[src/hdl/mfrnt_pkg.sv]
`timescale 1ns / 1ps

package mfrnt_pkg;

    // Frame layout and limits
    localparam int PAYLOAD_MAX = 64;
    localparam int MIN_FRAME   = 5;
    localparam int INDEX_MAX   = 511;

    localparam logic [7:0] TYPE_HEARTBEAT = 8'h01;
    localparam logic [7:0] TYPE_DETECTION = 8'h02;
    localparam logic [7:0] TYPE_ACK       = 8'h03;

    // Configuration register indexes
    localparam logic CFG_OWN_NODE_ID    = 1'b0;
    localparam logic CFG_NODE_TIMEOUT   = 1'b1;
    localparam logic [15:0] TIMEOUT_RST = 16'd30;

    typedef enum logic [1:0] {
        OP_BYTE  = 2'd0,
        OP_TICK  = 2'd1,
        OP_SWEEP = 2'd2
    } op_t;

    typedef enum logic [2:0] {
        STAT_BYTE     = 3'd0,
        STAT_USED     = 3'd1,
        STAT_OWN      = 3'd2,
        STAT_SHORT    = 3'd3,
        STAT_OVERSIZE = 3'd4,
        STAT_TICK     = 3'd5,
        STAT_SWEEP    = 3'd6
    } status_t;

    // Outcome of the byte being taken, valid when status is STAT_USED
    typedef struct packed {
        status_t    status;
        logic [7:0] src;
        logic       is_det;
        logic       det;
        logic       chk_bad;
        logic       unknown;
    } frame_info_t;

    typedef struct packed {
        logic frame_go;
        logic sweep_go;
        logic tick;
    } tbl_cmd_t;

    typedef struct packed {
        status_t    status;
        logic       checksum_bad;
        logic       unknown_type;
        logic       detection_event;
        logic [7:0] event_node;
        logic       event_detecting;
        logic [8:0] evicted_count;
        logic [8:0] active_count;
        logic [8:0] detecting_count;
    } result_t;

endpackage

[src/hdl/mfrnt_frame_rx.sv]
`timescale 1ns / 1ps

module mfrnt_frame_rx #(
    parameter int PAYLOAD_MAX = mfrnt_pkg::PAYLOAD_MAX
) (
    input  logic                  clk,
    input  logic                  rst_n,
    input  logic                  byte_we,
    input  logic [7:0]            rx_byte,
    input  logic                  frame_end,
    input  logic [7:0]            own_node_id,
    output mfrnt_pkg::frame_info_t info
);

    logic [8:0] idx_reg,   idx_next;
    logic [7:0] type_reg,  type_next;
    logic [7:0] src_reg,   src_next;
    logic [7:0] len_reg,   len_next;
    logic [7:0] first_reg, first_next;
    logic [7:0] xor_reg,   xor_next;
    logic [7:0] chk_reg,   chk_next;
    logic [8:0] body;

    // Byte intake
    always_comb
    begin
        body       = 9'd4 + {1'b0, len_reg};
        type_next  = (idx_reg == 9'd0) ? rx_byte : type_reg;
        src_next   = (idx_reg == 9'd1) ? rx_byte : src_reg;
        len_next   = (idx_reg == 9'd3) ? rx_byte : len_reg;
        first_next = (idx_reg == 9'd4 && len_reg != 8'd0) ? rx_byte : first_reg;
        xor_next   = xor_reg;
        chk_next   = chk_reg;
        if (idx_reg < 9'd4 || idx_reg < body)
        begin
            xor_next = xor_reg ^ rx_byte;
        end
        else if (idx_reg == body)
        begin
            chk_next = rx_byte;
        end
        idx_next = (idx_reg < 9'(mfrnt_pkg::INDEX_MAX)) ? idx_reg + 9'd1 : idx_reg;
    end

    // Frame checks on the post-intake values
    always_comb
    begin
        info.src     = src_next;
        info.is_det  = (type_next == mfrnt_pkg::TYPE_DETECTION);
        info.det     = (len_next != 8'd0) && (first_next == 8'd1);
        info.chk_bad = (chk_next != xor_next);
        info.unknown = (type_next != mfrnt_pkg::TYPE_HEARTBEAT)
                    && (type_next != mfrnt_pkg::TYPE_DETECTION)
                    && (type_next != mfrnt_pkg::TYPE_ACK);
        if (!frame_end)
        begin
            info.status = mfrnt_pkg::STAT_BYTE;
        end
        else if (idx_next < 9'(mfrnt_pkg::MIN_FRAME))
        begin
            info.status = mfrnt_pkg::STAT_SHORT;
        end
        else if (len_next > 8'(PAYLOAD_MAX))
        begin
            info.status = mfrnt_pkg::STAT_OVERSIZE;
        end
        else if (idx_next < 9'(mfrnt_pkg::MIN_FRAME) + {1'b0, len_next})
        begin
            info.status = mfrnt_pkg::STAT_SHORT;
        end
        else if (src_next == own_node_id)
        begin
            info.status = mfrnt_pkg::STAT_OWN;
        end
        else
        begin
            info.status = mfrnt_pkg::STAT_USED;
        end
    end

    always_ff @(posedge clk or negedge rst_n)
    begin
        if (!rst_n)
        begin
            idx_reg   <= '0;
            type_reg  <= '0;
            src_reg   <= '0;
            len_reg   <= '0;
            first_reg <= '0;
            xor_reg   <= '0;
            chk_reg   <= '0;
        end
        else if (byte_we)
        begin
            if (frame_end)
            begin
                idx_reg   <= '0;
                type_reg  <= '0;
                src_reg   <= '0;
                len_reg   <= '0;
                first_reg <= '0;
                xor_reg   <= '0;
                chk_reg   <= '0;
            end
            else
            begin
                idx_reg   <= idx_next;
                type_reg  <= type_next;
                src_reg   <= src_next;
                len_reg   <= len_next;
                first_reg <= first_next;
                xor_reg   <= xor_next;
                chk_reg   <= chk_next;
            end
        end
    end

endmodule

[config.mk]
export PLATFORM = sky130hd
export DESIGN_NAME = mfrnt_frame_rx
export DESIGN_NICKNAME = d
export VERILOG_FILES = /design/src/hdl/mfrnt_pkg.sv /design/src/hdl/mfrnt_frame_rx.sv
export SDC_FILE = /design/constraint.sdc
export NUM_CORES = 1
export LEC_CHECK = 0
export ABC_CLOCK_PERIOD_IN_PS = 7340
export BUFFER_PORTS_ARGS = -buffer_cell sky130_fd_sc_hd__buf_2
export CORE_ASPECT_RATIO = 0.9
export CORE_MARGIN = 5
export CORE_UTILIZATION = 65
export CTS_CLUSTER_SIZE = 40
export DETAILED_ROUTE_END_ITERATION = 10
export PLACE_DENSITY_LB_ADDON = 0.3
export REMOVE_ABC_BUFFERS = 1
export SETUP_SLACK_MARGIN = 0.02
export SYNTH_ARGS = -nofsm -noshare
export SYNTH_HDL_FRONTEND = slang
export SYNTH_SLANG_ARGS = --single-unit
[constraint.sdc]
create_clock -name clk -period 7.34 [get_ports clk]
set_clock_uncertainty 0.2 [all_clocks]
set_input_delay 1.101 -clock clk [delete_from_list [all_inputs] [get_ports clk]]
set_output_delay 1.101 -clock clk [all_outputs]
set_load 0.02 [all_outputs]
* Word level (Yosys, flattened, before mapping)
Index checks and enable logic that the tools add are counted.
** Word-level totals
- Output and inout port bits :: 15
- Register bits after elaboration :: 57
** Operators by class
- Eq/ne operators :: 11
- Bitwise operators :: 1
- Add/subtract/negate cells :: 3
- Magnitude comparators :: 6
- Muxes and demuxes :: 20
- Reductions and logical operators :: 8
** Operators by type and width (number)
- $mux W8 :: 13
- $add A3 B8 Y9 const A :: 2
- $lt A9 B3 Y1 const B :: 2
- $lt A9 B9 Y1 :: 2
- $mux W9 :: 2
- $ne A8 B2 Y1 const B :: 2
- $reduce_bool A8 Y1 :: 2
- $add A9 B1 Y9 const B :: 1
- $eq A9 B1 Y1 const B :: 1
- $eq A9 B2 Y1 const B :: 1
- $eq A9 B3 Y1 const B :: 1
- $eq A9 B9 Y1 :: 1
- $logic_not A9 Y1 :: 1
- $lt A9 B9 Y1 const B :: 1
- $mux W3 :: 3
- $eq A8 B1 Y1 const B :: 1
- $eq A8 B2 Y1 const B :: 1
- $eq A8 B8 Y1 :: 1
- $gt A8 B7 Y1 const B :: 1
- $ne A8 B1 Y1 const B :: 1
- $ne A8 B8 Y1 :: 1
- $xor A8 B8 Y8 :: 1
- $logic_and A1 B1 Y1 :: 4
- $mux W2 :: 2
- $logic_or A1 B1 Y1 :: 1

* Longest topological paths before layout
- Depth after elaboration :: 8
- Mapped depth :: 17

* Worst setup path after synthesis
OpenSTA, ideal clock, no wires.
- Path kind :: input-to-output
- From :: in rx_byte[1]
- To :: out info[12] (netlist bit)
- Data arrival time :: 3.424 ns
- Path slack :: 2.615 ns
- Data required time :: 6.039 ns
- Stages on the path :: 15
- Cell sequence :: clkbuf_1 > mux2i_1 > inv_1 > ha_1 > nand2b_1 > and3_1 > o21ai_0 > o21ai_0 > ha_1 > o21ai_0 > nand2b_1 > a211oi_1 > o211ai_1 > o21ai_0 > o21bai_1
** RTL lines
- start, declared :: line mfrnt_frame_rx.sv:9 : input logic [7:0] rx_byte,
- end, declared :: line mfrnt_frame_rx.sv:12 : output mfrnt_pkg::frame_info_t info

==> results <==
- The run finished with clean final reports.
- Synthesis produced a netlist whose cell count is 520.
- STA classifies the critical path endpoint as an output pin.
- The via count of the routed design is 4268.
- The height of the die is 88.2 um.
- The number of antenna repair diodes is 0.
- The register area share after synthesis is 32.3%.
- In this run the most critical hold path is launched from src_reg[6].
- The first global-routing pass estimated 20400 um of wire.
- The largest voltage drop on the vdd net is 0.186 mV.
- The total overflow reported by the global router is 0.
- The flop and latch count out of synthesis is 57.
- The floorplan step defined a die boundary enclosing 8540 um2.
- The Yosys step of the flow raised 0 warnings.
- The hold violation count in the final report is 0.
- The synthesized design devotes to its leading area cell type around a third of total area.
- The share of the cycle needed by the critical path after routing is 83.3%.
- The die is slightly below 100 um wide.
- The synthesized design contains 0 enable-type register cells.
- After synthesis the cells add up to 4410 um2.
- The DRC violation count after routing is 0.
- At the later pin of the worst-skew pair, clock insertion delay measures 0.34 ns.
- In the final timing run, aggregate negative setup slack is 0 ns.
- Power comes to 987 uW.
- The power density over the cells is roughly 210 nW/um2.
- In this run the critical register-to-register path is captured at chk_reg[3].
- sky130_fd_sc_hd__dfrtp_1 is the most common cell in the netlist.
- The number of H-tree levels is 3.
- The mean instance size in the synthesized netlist is roughly 8.5 um2.
- The arrival time at the worst endpoint is 4.81 ns.
- The clock period could shrink to a little over 6 ns.
- The setup fix buffers added after clock tree synthesis is 0.
- The depth of the worst register-to-register path is 11.
- The final core area utilization is 72.0%.
- The combined area of the multi-input logic cells is 2650 um2.
- The instance count along the most critical hold path is 1.
- The worst hold path belongs to the class reg2reg.
- At the worst endpoint, the required time is 6.04 ns.
- The peak fanout along the critical path is 16.
- The number of max-slew violations in the final report is 0.
- Setup repair after global routing left no endpoint under its margin.
- The actual slew at the worst max-slew pin is 0.926 ns.
- Once detailed placement completed, the half-perimeter wirelength came to 8290 um.
- The number of flip-flops in the largest register is 9.
- The endpoint of the worst hold path is src_reg[6].
- In the final layout, the share of cells above drive strength 1 is about an eighth.
- The path type of the worst setup path is reg2out.
- TritonCTS built the clock tree.
- After synthesis, the netlist uses 55 different library cells.
- The highest achievable clock rate is around 0.16 GHz.
- The maximum clock path buffer count is 2.
- The count of buffers inserted at the top-level ports is 34.
- After clock tree synthesis, the clock-pin slew on the worst setup and hold paths is 0.07 ns.
- Entering global routing, the biggest net connects 58 pins.
- The sum of routed wire length over all layers is 12300 um.
- The detailed router finished its first iteration with 523 violations.
- Setup violations remaining at the end of the flow were counted as 0.
- After synthesis, the cell types taking the most area are sky130_fd_sc_hd__dfrtp_1 32%, sky130_fd_sc_hd__ha_1 6.8%, sky130_fd_sc_hd__o2bb2ai_1 5.4%, sky130_fd_sc_hd__a22oi_1 4.3%, sky130_fd_sc_hd__inv_1 3.3%.
- By count the netlist is led by 57 x sky130_fd_sc_hd__dfrtp_1, 39 x sky130_fd_sc_hd__inv_1, 33 x sky130_fd_sc_hd__nand2_1.
- The number of top-level pins is 35.
- From synthesis to final layout, the design area changed by 7.43%.
- The via count of the first global-routing pass was 4150.
- The detailed-router iteration count before antenna repair is 5.
- The number of antenna violations at the first check in global routing was 0.
- The prevailing post-synth register cell is sky130_fd_sc_hd__dfrtp_1.
- For this configuration, the core starts out at a cell density of 67.0%.
- The worst flop-to-flop path startpoint is len_reg[3].
- Buffers inserted during clock tree synthesis total 9.
- The total core area is 6590 um2.
- The startpoint type of the worst setup path is a flip-flop.
- Using the TritonRoute via totals, the vias-per-cell ratio works out to 6.84.
- The post-cts resize count is 0.
- In this run the core area contains 28 standard-cell rows.
- The count of antenna-violating nets left after detailed routing is 0.
- Counting every sink on the clock net gives 57.
- The register-to-register setup slack is 3.21 ns.
- In the final routed layout, each cell accounts on average for 19.7 um.
- The global-route usage over all layers is 29.7%.
- Buffers inserted to repair hold after CTS numbered 0.
- The proportion of register bits with asynchronous set or reset after synthesis is 100%.
- The layout has between 500 and 600 filler cells.
- The net count of the finished layout is 573.
- The congestion estimate from routability-driven global placement came to 0.951.
- The library cell occupying the most area in the post-synthesis netlist is sky130_fd_sc_hd__dfrtp_1.
- The sequential cell area is 1430 um2.
- The tool flagged a number of max-cap violations equal to 0.
- In this run the tightest slew margin relative to its limit is 38.2%.
- The static power due to leakage is 0.00220 uW.
- The buffer cell driving the clock tree root is sky130_fd_sc_hd__clkbuf_8.
==> critical path: stages (launching register included) <==
cell and delay [ns]:
sky130_fd_sc_hd__dfrtp_1 0.53, sky130_fd_sc_hd__nor4_2 0.42, sky130_fd_sc_hd__nand4_1 0.65, sky130_fd_sc_hd__mux2i_1 0.56, sky130_fd_sc_hd__inv_1 0.09, sky130_fd_sc_hd__ha_1 0.21, sky130_fd_sc_hd__nand2b_1 0.19, sky130_fd_sc_hd__and3_1 0.21
sky130_fd_sc_hd__o21ai_0 0.12, sky130_fd_sc_hd__o21ai_0 0.15, sky130_fd_sc_hd__ha_1 0.35, sky130_fd_sc_hd__o21ai_0 0.09, sky130_fd_sc_hd__nand2b_1 0.07, sky130_fd_sc_hd__a211oi_1 0.24, sky130_fd_sc_hd__o211ai_1 0.11, sky130_fd_sc_hd__o21ai_0 0.15
sky130_fd_sc_hd__o21bai_1 0.15, sky130_fd_sc_hd__buf_2 0.17
==> how the worst max path moves through the flow <==
| stage | startpoint | endpoint | slack (ns) | depth (start not counted) |
|---|---|---|---|---|
| global route | idx_reg[5] | info[12] | 0.80 | 17 |
| CTS | idx_reg[5] | info[12] | 1.28 | 17 |
| floorplan | idx_reg[5] | info[12] | 2.32 | 16 |
| detailed placement | idx_reg[5] | info[12] | 1.72 | 17 |
| finish | idx_reg[5] | info[12] | 1.23 | 17 |
| global placement | idx_reg[5] | info[12] | 1.88 | 17 |
==> metal layers <==
| metal | vias up | global-route usage, % | wire length, um |
|---|---|---|---|
| li1 | 1960 | - | - |
| met1 | 2033 | 39.7 | 5320 |
| met2 | 230 | 47.4 | 5610 |
| met3 | 45 | 4.78 | 931 |
| met4 | 0 | 15.1 | 454 |
| met5 | - | 0 | 0 |
==> area by class of cell <==
type,instances,area share [%]
clock buffer,10,2.90
clock inverter,6,1.43
inverter,40,3.17
multi-input combinational,384,56.0
sequential,57,30.1
tap,90,2.38
timing repair buffer,37,4.07
==> cells by family after synthesis <==
group | count (synthesis) | synth area share [%]
AOI/OAI and AO/OA | 174 | 27.9
and+or+nand+nor | 147 | 17.1
buffers and inverters | 79 | 7.54
DFF | 57 | 32.3
adders and majority gates | 24 | 6.81
xor gates and xnor gates | 22 | 4.37
muxes | 17 | 3.97
==> stage by stage <==
step                      std cells  setup slack (ns)  cell area (um2)  hold WS (ns)
after floorplan                 481              2.32             4230         0.256
after global placement          608              1.88             4530         0.271
after detailed placement        608              1.72             4530         0.281
after CTS                       624              1.28             4740         0.298
after global routing            624             0.803             4740         0.334
final                           624              1.23             4740         0.299
==> report_power, final <==
| group | total [uW] | internal (uW) | switching [uW] |
|---|---|---|---|
| Clock | 304 | 166 | 137 |
| Sequential | 403 | 353 | 50.0 |
| Combinational | 281 | 114 | 166 |
| Total | 987 | 634 | 354 |
==> layout by cell type, fill, tap and decap left out, types with 2 or more instances in the layout <==
cell,synthesis,routed
sky130_fd_sc_hd__a21o_1,3,3
sky130_fd_sc_hd__a21oi_1,27,27
sky130_fd_sc_hd__a22o_1,15,15
sky130_fd_sc_hd__a22oi_1,25,25
sky130_fd_sc_hd__a31oi_1,6,6
sky130_fd_sc_hd__and2_1,3,3
sky130_fd_sc_hd__and3_1,11,11
sky130_fd_sc_hd__buf_2,4,34
sky130_fd_sc_hd__buf_4,4,3
sky130_fd_sc_hd__clkbuf_8,0,10
sky130_fd_sc_hd__clkinv_4,0,2
sky130_fd_sc_hd__clkinvlp_4,0,2
sky130_fd_sc_hd__dfrtp_1,57,57
sky130_fd_sc_hd__ha_1,24,24
sky130_fd_sc_hd__inv_1,39,39
sky130_fd_sc_hd__mux2_2,4,4
sky130_fd_sc_hd__mux2i_1,13,13
sky130_fd_sc_hd__nand2_1,33,33
sky130_fd_sc_hd__nand2b_1,4,4
sky130_fd_sc_hd__nand3_1,19,19
sky130_fd_sc_hd__nand4_1,5,5
sky130_fd_sc_hd__nor2_1,22,22
sky130_fd_sc_hd__nor2b_1,2,2
sky130_fd_sc_hd__nor3_1,22,22
sky130_fd_sc_hd__nor4_1,8,8
sky130_fd_sc_hd__o2111ai_1,2,2
sky130_fd_sc_hd__o211ai_1,5,5
sky130_fd_sc_hd__o21a_1,5,5
sky130_fd_sc_hd__o21ai_0,24,24
sky130_fd_sc_hd__o221ai_1,3,3
sky130_fd_sc_hd__o22ai_1,19,19
sky130_fd_sc_hd__o2bb2ai_1,27,27
sky130_fd_sc_hd__o31ai_1,2,2
sky130_fd_sc_hd__or3_1,8,8
sky130_fd_sc_hd__or4_1,4,4
sky130_fd_sc_hd__xnor2_1,11,11
sky130_fd_sc_hd__xor2_1,11,11
Power figures use the tool's default switching activity.
